`src/rtl/stc_pkg.sv`:
```
// Package: shared types, codes and constants of the space-time constraint table.
package stc_pkg;

    localparam int TABLE_DEPTH_DEF = 64;
    localparam int LOC_BITS_DEF    = 20;

    localparam int CMD_W   = 2;
    localparam int LOC_W   = 20;
    localparam int TIME_W  = 16;
    localparam int BOUND_W = 15;
    localparam int LOC_EXT_W = 32;

    localparam logic [BOUND_W-1:0] BOUND_MAX = 15'h7fff;

    typedef enum logic [CMD_W-1:0] {
        CMD_INS_PLAIN = 2'd0,
        CMD_INS_TRAIN = 2'd1,
        CMD_QUERY     = 2'd2,
        CMD_NOP       = 2'd3
    } t_cmd;

    typedef enum logic [1:0] {
        ST_IDLE,
        ST_SCAN,
        ST_DONE
    } t_state;

    // time part of one stored entry
    typedef struct packed {
        logic signed [TIME_W-1:0] start;
        logic signed [TIME_W-1:0] stop;
        logic                     open;
        logic                     train;
        logic                     single;
    } t_span;

    typedef struct packed {
        logic signed [TIME_W-1:0] qtime;
        logic                     body_only;
    } t_query;

endpackage

```
`src/rtl/stc_ifs.sv`:
```
// Interfaces: command channel and result channel (valid/ready words).
interface stc_cmd_if
    import stc_pkg::*;
();
    logic                     valid;
    logic                     ready;
    logic [CMD_W-1:0]         cmd;
    logic [LOC_W-1:0]         location;
    logic signed [TIME_W-1:0] start_time;
    logic signed [TIME_W-1:0] end_time;
    logic                     end_open;
    logic signed [TIME_W-1:0] query_time;
    logic                     body_only;

    modport source (output valid, cmd, location, start_time, end_time, end_open,
                    query_time, body_only, input ready);
    modport sink   (input valid, cmd, location, start_time, end_time, end_open,
                    query_time, body_only, output ready);
endinterface

interface stc_res_if
    import stc_pkg::*;
();
    logic               valid;
    logic               ready;
    logic               constrained;
    logic               table_full;
    logic [BOUND_W-1:0] min_length;
    logic [BOUND_W-1:0] latest_step;

    modport source (output valid, constrained, table_full, min_length, latest_step,
                    input ready);
    modport sink   (input valid, constrained, table_full, min_length, latest_step,
                    output ready);
endinterface

```
`src/rtl/stc_entry_mem.sv`:
```
// Entry memory: one write port, one registered read port.
module stc_entry_mem #(
    parameter int DEPTH = 64,
    parameter int WIDTH = 55
) (
    input  logic                     i_clk,
    input  logic                     i_we,
    input  logic [$clog2(DEPTH)-1:0] i_waddr,
    input  logic [WIDTH-1:0]         i_wdata,
    input  logic [$clog2(DEPTH)-1:0] i_raddr,
    output logic [WIDTH-1:0]         o_rdata
);
    logic [WIDTH-1:0] r_mem [DEPTH];
    logic [WIDTH-1:0] r_rdata;

    always_ff @(posedge i_clk) begin
        if (i_we) begin
            r_mem[i_waddr] <= i_wdata;
        end
        r_rdata <= r_mem[i_raddr];
    end

    assign o_rdata = r_rdata;
endmodule

```
`src/rtl/stc_match.sv`:
```
// Match unit: checks one stored entry against the pending query.
module stc_match
    import stc_pkg::*;
#(
    parameter int LOC_BITS = LOC_BITS_DEF
) (
    input  logic                i_valid,
    input  logic [LOC_BITS-1:0] i_entry_loc,
    input  t_span               i_entry_span,
    input  logic [LOC_BITS-1:0] i_loc,
    input  t_query              i_query,
    output logic                o_hit
);
    logic covers;
    logic counted;

    always_comb begin
        if (i_entry_span.single) begin
            covers = (i_query.qtime == i_entry_span.start);
        end else begin
            covers = (i_entry_span.start <= i_query.qtime) &&
                     (i_entry_span.open || (i_query.qtime < i_entry_span.stop));
        end
        // plain entries drop out of body-only queries
        counted = i_entry_span.train || !i_query.body_only;
        o_hit   = i_valid && (i_entry_loc == i_loc) && counted && covers;
    end
endmodule

```
`src/rtl/spacetime_constraint_table_core.sv`:
```
// Top level: space-time constraint table with a sequential query scan.
//
//   channel   | dir | handshake     | word
//   i_cmd_if  | in  | valid/ready   | cmd, location, times, end_open, body_only
//   o_res_if  | out | valid/ready   | constrained, table_full, min_length, latest_step
//   i_cfg_*   | in  | write enable  | goal cell index
//
// Insert and no-op words go from idle to done and back to idle; a query goes through scan,
// which reads each stored entry in turn through the single read port and match unit, then
// done. The result word becomes valid in the same cycle as the block is back in idle.
// Reset is synchronous; the entry memory needs no clearing, entry_count resets to zero.
// A new word is taken in idle even while the previous result waits on o_res_if;
// done then holds until the result register frees up.
module spacetime_constraint_table_core
    import stc_pkg::*;
#(
    parameter int TABLE_DEPTH = TABLE_DEPTH_DEF,
    parameter int LOC_BITS    = LOC_BITS_DEF
) (
    input  logic             i_clk,
    input  logic             i_rst_n,
    input  logic             i_cfg_we,
    input  logic [LOC_W-1:0] i_cfg_wdata,
    stc_cmd_if.sink          i_cmd_if,
    stc_res_if.source        o_res_if
);
    localparam int CW = $clog2(TABLE_DEPTH + 1);
    localparam int AW = $clog2(TABLE_DEPTH);
    localparam int SW = $bits(t_span);
    localparam int EW = LOC_BITS + SW;
    localparam logic [CW-1:0] FULL_COUNT = CW'(TABLE_DEPTH);

    t_state             r_state, n_state;
    logic [CW-1:0]      r_count, n_count;
    logic [CW-1:0]      r_idx, n_idx;
    logic               r_rd_valid, n_rd_valid;
    logic               r_hit, n_hit;
    logic               r_full, n_full;
    logic [BOUND_W-1:0] r_floor, n_floor;
    logic [BOUND_W-1:0] r_latest, n_latest;
    logic [LOC_W-1:0]   r_goal;
    logic [LOC_BITS-1:0] r_q_loc, n_q_loc;
    t_query             r_query, n_query;
    logic               r_out_valid, n_out_valid;
    logic               r_out_con, n_out_con;
    logic               r_out_full, n_out_full;
    logic [BOUND_W-1:0] r_out_min, n_out_min;
    logic [BOUND_W-1:0] r_out_late, n_out_late;

    logic [LOC_EXT_W-1:0] in_loc_ext, goal_ext;
    logic [LOC_BITS-1:0]  in_loc, goal_loc;
    t_span                new_span;
    logic signed [TIME_W:0] stop_ext, stop_sat, eff;
    logic                 mem_we;
    logic [EW-1:0]        mem_rdata;
    logic [LOC_BITS-1:0]  rd_loc;
    t_span                rd_span;
    logic                 hit;

    assign in_loc_ext = {{(LOC_EXT_W - LOC_W){1'b0}}, i_cmd_if.location};
    assign goal_ext   = {{(LOC_EXT_W - LOC_W){1'b0}}, r_goal};
    assign in_loc     = in_loc_ext[LOC_BITS-1:0];
    assign goal_loc   = goal_ext[LOC_BITS-1:0];

    // entry built from the incoming insert word; the effective end is start + 1 for a single step
    always_comb begin
        new_span.start  = i_cmd_if.start_time;
        new_span.stop   = i_cmd_if.end_time;
        new_span.open   = i_cmd_if.end_open;
        new_span.train  = (t_cmd'(i_cmd_if.cmd) == CMD_INS_TRAIN);
        new_span.single = (t_cmd'(i_cmd_if.cmd) == CMD_INS_PLAIN) && !i_cmd_if.end_open &&
                          (i_cmd_if.end_time == '0);
        if (new_span.single) begin
            stop_ext = {i_cmd_if.start_time[TIME_W-1], i_cmd_if.start_time} + 17'sd1;
        end else begin
            stop_ext = {i_cmd_if.end_time[TIME_W-1], i_cmd_if.end_time};
        end
        stop_sat = (stop_ext > $signed({2'b00, BOUND_MAX})) ? $signed({2'b00, BOUND_MAX})
                                                            : stop_ext;
        eff      = i_cmd_if.end_open ? $signed({2'b00, BOUND_MAX}) : stop_sat;
    end

    stc_entry_mem #(
        .DEPTH (TABLE_DEPTH),
        .WIDTH (EW)
    ) u_mem (
        .i_clk   (i_clk),
        .i_we    (mem_we),
        .i_waddr (r_count[AW-1:0]),
        .i_wdata ({in_loc, new_span}),
        .i_raddr (r_idx[AW-1:0]),
        .o_rdata (mem_rdata)
    );

    assign rd_loc  = mem_rdata[EW-1:SW];
    assign rd_span = t_span'(mem_rdata[SW-1:0]);

    stc_match #(
        .LOC_BITS (LOC_BITS)
    ) u_match (
        .i_valid      (r_rd_valid),
        .i_entry_loc  (rd_loc),
        .i_entry_span (rd_span),
        .i_loc        (r_q_loc),
        .i_query      (r_query),
        .o_hit        (hit)
    );

    always_comb begin
        n_state     = r_state;
        n_count     = r_count;
        n_idx       = r_idx;
        n_rd_valid  = r_rd_valid;
        n_hit       = r_hit;
        n_full      = r_full;
        n_floor     = r_floor;
        n_latest    = r_latest;
        n_q_loc     = r_q_loc;
        n_query     = r_query;
        n_out_valid = r_out_valid;
        n_out_con   = r_out_con;
        n_out_full  = r_out_full;
        n_out_min   = r_out_min;
        n_out_late  = r_out_late;
        mem_we      = 1'b0;
        i_cmd_if.ready = 1'b0;

        if (r_out_valid && o_res_if.ready) begin
            n_out_valid = 1'b0;
        end

        unique case (r_state)
            ST_IDLE: begin
                i_cmd_if.ready = 1'b1;
                if (i_cmd_if.valid) begin
                    n_q_loc          = in_loc;
                    n_query.qtime    = i_cmd_if.query_time;
                    n_query.body_only = i_cmd_if.body_only;
                    n_hit            = 1'b0;
                    n_full           = 1'b0;
                    n_idx            = '0;
                    n_rd_valid       = 1'b0;
                    n_state          = ST_DONE;
                    unique case (t_cmd'(i_cmd_if.cmd)) inside
                        CMD_INS_PLAIN, CMD_INS_TRAIN: begin
                            if (r_count == FULL_COUNT) begin
                                n_full = 1'b1;
                            end else begin
                                mem_we  = 1'b1;
                                n_count = r_count + 1'b1;
                                if (in_loc == goal_loc && eff > $signed({2'b00, r_floor})) begin
                                    n_floor = eff[BOUND_W-1:0];
                                end
                                if (!i_cmd_if.end_open &&
                                    eff > $signed({2'b00, r_latest})) begin
                                    n_latest = eff[BOUND_W-1:0];
                                end
                            end
                        end
                        CMD_QUERY: begin
                            n_state = ST_SCAN;
                        end
                        default: begin
                        end
                    endcase
                end
            end
            ST_SCAN: begin
                // read of entry r_idx is issued now and compared in the next cycle, from the registered read data
                if (hit) begin
                    n_hit = 1'b1;
                end
                if (r_idx < r_count) begin
                    n_idx      = r_idx + 1'b1;
                    n_rd_valid = 1'b1;
                end else begin
                    n_rd_valid = 1'b0;
                    if (!r_rd_valid) begin
                        n_state = ST_DONE;
                    end
                end
            end
            ST_DONE: begin
                if (!r_out_valid || o_res_if.ready) begin
                    n_out_valid = 1'b1;
                    n_out_con   = r_hit;
                    n_out_full  = r_full;
                    n_out_min   = r_floor;
                    n_out_late  = r_latest;
                    n_state     = ST_IDLE;
                end
            end
            default: begin
                n_state = ST_IDLE;
            end
        endcase
    end

    always_ff @(posedge i_clk) begin
        if (!i_rst_n) begin
            r_state <= ST_IDLE;
        end else begin
            r_state <= n_state;
        end
    end

    always_ff @(posedge i_clk) begin
        if (!i_rst_n) begin
            r_count     <= '0;
            r_idx       <= '0;
            r_rd_valid  <= 1'b0;
            r_hit       <= 1'b0;
            r_full      <= 1'b0;
            r_floor     <= '0;
            r_latest    <= '0;
            r_goal      <= '0;
            r_out_valid <= 1'b0;
        end else begin
            r_count     <= n_count;
            r_idx       <= n_idx;
            r_rd_valid  <= n_rd_valid;
            r_hit       <= n_hit;
            r_full      <= n_full;
            r_floor     <= n_floor;
            r_latest    <= n_latest;
            r_out_valid <= n_out_valid;
            if (i_cfg_we) begin
                r_goal <= i_cfg_wdata;
            end
        end
    end

    always_ff @(posedge i_clk) begin
        r_q_loc    <= n_q_loc;
        r_query    <= n_query;
        r_out_con  <= n_out_con;
        r_out_full <= n_out_full;
        r_out_min  <= n_out_min;
        r_out_late <= n_out_late;
    end

    assign o_res_if.valid       = r_out_valid;
    assign o_res_if.constrained = r_out_con;
    assign o_res_if.table_full  = r_out_full;
    assign o_res_if.min_length  = r_out_min;
    assign o_res_if.latest_step = r_out_late;

`ifndef SYNTH
    a_count_bound: assert property (@(posedge i_clk) disable iff (!i_rst_n)
        r_count <= FULL_COUNT)
        else $error("entry count beyond table depth");

    a_result_from_done: assert property (@(posedge i_clk) disable iff (!i_rst_n)
        $rose(o_res_if.valid) |-> $past(r_state == ST_DONE))
        else $error("result word not loaded from done state");

    a_full_flag: assert property (@(posedge i_clk) disable iff (!i_rst_n)
        o_res_if.valid && o_res_if.table_full |-> r_count == FULL_COUNT)
        else $error("table_full reported with free entries");

    a_latest_monotonic: assert property (@(posedge i_clk) disable iff (!i_rst_n)
        i_rst_n |=> r_latest >= $past(r_latest))
        else $error("latest step went down");
`endif
endmodule

```
`src/flat_wrapper.sv`:
```
// flat-port wrapper written by rule: the top's interface ports become plain ports
module spacetime_constraint_table_core_flat import stc_pkg::*;
#(
    parameter int TABLE_DEPTH = TABLE_DEPTH_DEF,
    parameter int LOC_BITS    = LOC_BITS_DEF
)
  (i_clk, i_rst_n, i_cfg_we, i_cfg_wdata, i_cmd_if_valid, i_cmd_if_cmd, i_cmd_if_location, i_cmd_if_start_time, i_cmd_if_end_time, i_cmd_if_end_open, i_cmd_if_query_time, i_cmd_if_body_only, i_cmd_if_ready, o_res_if_valid, o_res_if_constrained, o_res_if_table_full, o_res_if_min_length, o_res_if_latest_step, o_res_if_ready);
  stc_cmd_if i_cmd_if_i ();
  stc_res_if o_res_if_i ();
  input  logic i_clk;
  input  logic i_rst_n;
  input  logic i_cfg_we;
  input  logic [LOC_W-1:0] i_cfg_wdata;
  input wire logic [$bits(i_cmd_if_i.valid)-1:0] i_cmd_if_valid;
  input wire logic [$bits(i_cmd_if_i.cmd)-1:0] i_cmd_if_cmd;
  input wire logic [$bits(i_cmd_if_i.location)-1:0] i_cmd_if_location;
  input wire logic [$bits(i_cmd_if_i.start_time)-1:0] i_cmd_if_start_time;
  input wire logic [$bits(i_cmd_if_i.end_time)-1:0] i_cmd_if_end_time;
  input wire logic [$bits(i_cmd_if_i.end_open)-1:0] i_cmd_if_end_open;
  input wire logic [$bits(i_cmd_if_i.query_time)-1:0] i_cmd_if_query_time;
  input wire logic [$bits(i_cmd_if_i.body_only)-1:0] i_cmd_if_body_only;
  output wire logic [$bits(i_cmd_if_i.ready)-1:0] i_cmd_if_ready;
  output wire logic [$bits(o_res_if_i.valid)-1:0] o_res_if_valid;
  output wire logic [$bits(o_res_if_i.constrained)-1:0] o_res_if_constrained;
  output wire logic [$bits(o_res_if_i.table_full)-1:0] o_res_if_table_full;
  output wire logic [$bits(o_res_if_i.min_length)-1:0] o_res_if_min_length;
  output wire logic [$bits(o_res_if_i.latest_step)-1:0] o_res_if_latest_step;
  input wire logic [$bits(o_res_if_i.ready)-1:0] o_res_if_ready;
  assign i_cmd_if_i.valid = i_cmd_if_valid;
  assign i_cmd_if_i.cmd = i_cmd_if_cmd;
  assign i_cmd_if_i.location = i_cmd_if_location;
  assign i_cmd_if_i.start_time = i_cmd_if_start_time;
  assign i_cmd_if_i.end_time = i_cmd_if_end_time;
  assign i_cmd_if_i.end_open = i_cmd_if_end_open;
  assign i_cmd_if_i.query_time = i_cmd_if_query_time;
  assign i_cmd_if_i.body_only = i_cmd_if_body_only;
  assign i_cmd_if_ready = i_cmd_if_i.ready;
  assign o_res_if_valid = o_res_if_i.valid;
  assign o_res_if_constrained = o_res_if_i.constrained;
  assign o_res_if_table_full = o_res_if_i.table_full;
  assign o_res_if_min_length = o_res_if_i.min_length;
  assign o_res_if_latest_step = o_res_if_i.latest_step;
  assign o_res_if_i.ready = o_res_if_ready;
  spacetime_constraint_table_core #(.TABLE_DEPTH(TABLE_DEPTH), .LOC_BITS(LOC_BITS)) u_core (.i_clk(i_clk), .i_rst_n(i_rst_n), .i_cfg_we(i_cfg_we), .i_cfg_wdata(i_cfg_wdata), .i_cmd_if(i_cmd_if_i), .o_res_if(o_res_if_i));
endmodule
```
`config.mk`:
```
export PLATFORM = sky130hd
export DESIGN_NAME = spacetime_constraint_table_core_flat
export DESIGN_NICKNAME = d
export VERILOG_FILES = /design/src/rtl/stc_pkg.sv /design/src/rtl/stc_ifs.sv /design/src/rtl/stc_entry_mem.sv /design/src/rtl/stc_match.sv /design/src/rtl/spacetime_constraint_table_core.sv /design/src/flat_wrapper.sv
export SDC_FILE = /design/constraint.sdc
export NUM_CORES = 2
export LEC_CHECK = 0
export BUFFER_PORTS_ARGS = -buffer_cell sky130_fd_sc_hd__buf_2
export CAP_MARGIN = 20
export CORE_UTILIZATION = 60
export CTS_CLUSTER_DIAMETER = 40
export DETAILED_ROUTE_END_ITERATION = 12
export PLACE_DENSITY_LB_ADDON = 0.3
export SYNTH_ARGS = -nofsm -noshare
export SYNTH_HDL_FRONTEND = slang
export SYNTH_HIERARCHICAL = 1
export SYNTH_SLANG_ARGS = --single-unit
```
`constraint.sdc`:
```
create_clock -name i_clk -period 15.2 [get_ports i_clk]
set_input_delay 2.28 -clock i_clk [delete_from_list [all_inputs] [get_ports i_clk]]
set_output_delay 2.28 -clock i_clk [all_outputs]
set_load 0.05 [all_outputs]
```
==> out/metrics.cfg <==
[floorplan]
start_util_pct=60.6
core_um2=234000
io_pins=131
die_area_um2=238000
rows=177
dieHeight_um=488
die_w_um=488

[finish]
final_core_util_pct=69.4
fin_nets=7095
fillers=13476
syn_to_final_growth_pct=14.5
design_area_um2=162000
layout.cells.non_filler=10431
drive_above_1_share_pct=28.7

[grt]
grt_pass1_wl_mm=567
grt_usage_pct=34.9
first_global_vias=74539
antenna_found_initial=29
grt_overflow_total=0
grt_start_max_net_pins=125

[yosys]
synth-seq-area-share_pct=77.9
synth_area_um2=142000
async_reset_ff_share_pct=0
netlist_top_cells_area=edfxtp_1, mux4_2, dfxtp_1, mux2i_1, o22ai_1
yosysMostFrequentCell=edfxtp_1
yosysUniqueCellTypes=68
synth_cells=6442
syn_avg_cell_area_um2=22.0
ys_ff_latch=3714
yosysTopAreaCell=edfxtp_1
synth_top_area_share_pct=76.1
ys_warn_count=6
synth_nets=6610
synth_edf_count=3589
synth-main-ff-cell=edfxtp_1
synth_common_cells=edfxtp_1, mux4_2, o22ai_1

[clocking]
cts_root_buffer=clkbuf_16
post-cts-setup-buffers=0
clk_latency_ps=1010
cts_buffer_depth=4
numCtsBuffers=446
clock_sinks=3714
htree_num_levels=5
postCtsHoldBufs=0
cts_resized=0
tritoncts=done
clkTransAtPathRegs_ps=60

[timing]
timing.final.crit_share_pct=44.0
skew_ps=68.1
finalMaxSlewViolations=0
max_slew_margin_pct=16.7
hold_slack_ps=514
period_needed_ps=6690
hold_viol=0
setup_viol_count_final=0
tightest_slew_ps=1240
fmax_mhz=150
final.setup.tns_ps=0
rsz0062_at_grt=false

[min_path]
hold_path.class=reg -> reg
hp-start=u_core/r_hit$_SDFFE_PN0P_

[route]
drc=0
viasPerCell=7.21
first_pass_iters=7
routed_wl_mm=411
first_iter_violations=12614
avgRoutedWirePerCell_um=39.4
vias=75228
ant_nets=0

[placed_design]
dpl_cell_area_um2=147000
placed_cells=9599
port_buffers=130
gp_routability_congestion=0.903
dp_hpwl_mm=227

[power]
max-vdd-ir-drop_mv=0.113
power_density_nw_per_um2=138
p_leak_uw=0.0500

[critical_path]
startpoint=i_cmd_if_end_time[6]
critPathKind=in -> reg
timing.rr.start=u_core/r_idx[0]$_SDFFE_PN0P_
crit_fanout=69
critPathRequiredTime_ps=16020
worst_ep_arrival_time_ps=7510
end_kind=register
startpoint_type=input pin

[job]
max-cap-violations=0

[outcome]
run_status=completed

-- cells by family (layout without fill, tap and decap cells) --
logic type,Yosys count,after routing,share of synthesized area (%)
buffers and inverters,424,1270,1.38
adders and majority gates,71,71,0.627
DFF,3714,3714,77.9
and+or+nand+nor,492,492,1.73
xor gates and xnor gates,61,61,0.377
AOI/OAI and AO/OA,619,619,3.02
muxes,1061,1061,15.0
other,0,11,0
-- state kept, by name (all words and copies together), names as in the netlist --
name	count
u_core/o_res_if.table_full	1
u_core/o_res_if.latest_step	15
u_core/r_q_loc	20
u_core/r_count	7
u_core/o_res_if.min_length	15
u_core/o_res_if.valid	1
u_core/r_idx	7
u_core/r_full	1
u_core/r_latest	15
u_core/r_hit	1
u_core/goal_loc	20
u_core/r_rd_valid	1
u_core/o_res_if.constrained	1
u_core/r_state	2
u_core/u_mem/o_rdata	55
u_core/r_floor	15
u_core/u_mem/r_mem	3520
u_core/r_query	17
-- metrics by stage --
stage          setup WS (ps)  total power (uW)
2_1_floorplan           7550             11700
4_1_cts                 8630             22500
6_report                8510             22400
5_1_grt                 8310             22900
3_5_place_dp            7580             12000
3_3_place_gp            7630             12000
-- report_power, final --
part	total, uW	leakage [uW]	internal [uW]	switching (uW)
Sequential	11300	0.0333	11300	41.0
Combinational	498	0.00955	134	364
Clock	10600	0.00715	6350	4280
-- path summary, 6_finish.rpt --
kind | end | slack [ps] | cells after the start
min reg2reg | u_core/o_res_if.constrained$_DFFE_PP_ | 510 | 0
max | u_core/r_latest[9]$_SDFFE_PN0P_ | 8510 | 15
min | u_core/o_res_if.constrained$_DFFE_PP_ | 510 | 0
max reg2reg | u_core/u_mem/o_rdata[40]$_DFF_P_ | 9840 | 7
-- placed cells by master, fill, tap and decap left out, types with 63 or more instances in the layout --
master and n:
o22ai_1 201, edfxtp_1 3589, ha_1 71, nor2_1 131, buf_2 135, inv_1 82, dfxtp_1 119, o221ai_1 74
clkinv_2 65, a21oi_1 113, mux4_2 842, clkbuf_16 452, buf_4 229, nor2_4 63, mux2i_1 179
-- layer usage --
| metal | part of all wire (%) | wire [um] | up-vias | global-route usage (%) |
|---|---|---|---|---|
| li1 | - | - | 28331 | - |
| met5 | 0.030 | 123 | - | 0 |
| met3 | 15 | 59800 | 1135 | 10.4 |
| met4 | 5.8 | 24000 | 18 | 18.0 |
| met2 | 44 | 182000 | 6668 | 50.4 |
| met1 | 35 | 145000 | 39076 | 48.5 |
-- cell type report --
type                       instances  area [um2]  area share (%)
clock buffer                     510       11700            7.20
multi-input combinational       2304       29900            18.5
inverter                          84         315           0.195
clock inverter                   299        3190            1.97
sequential                      3714      110000            68.1
antenna                           11        27.5          0.0170
timing repair buffer             377        2690            1.66
tap                             3132        3920            2.42
-- worst max-delay path, stage by stage --
cell	delay, ps
buf_2	100
buf_4	320
or4_1	570
or3_1	630
inv_1	120
buf_4	510
nor2_1	80
o21ai_0	700
ha_1	400
nand4_1	140
nor4_1	70
a2111oi_0	410
o211a_1	810
mux2i_1	260
nor2_1	60
(Power assumes the default switching activity.)
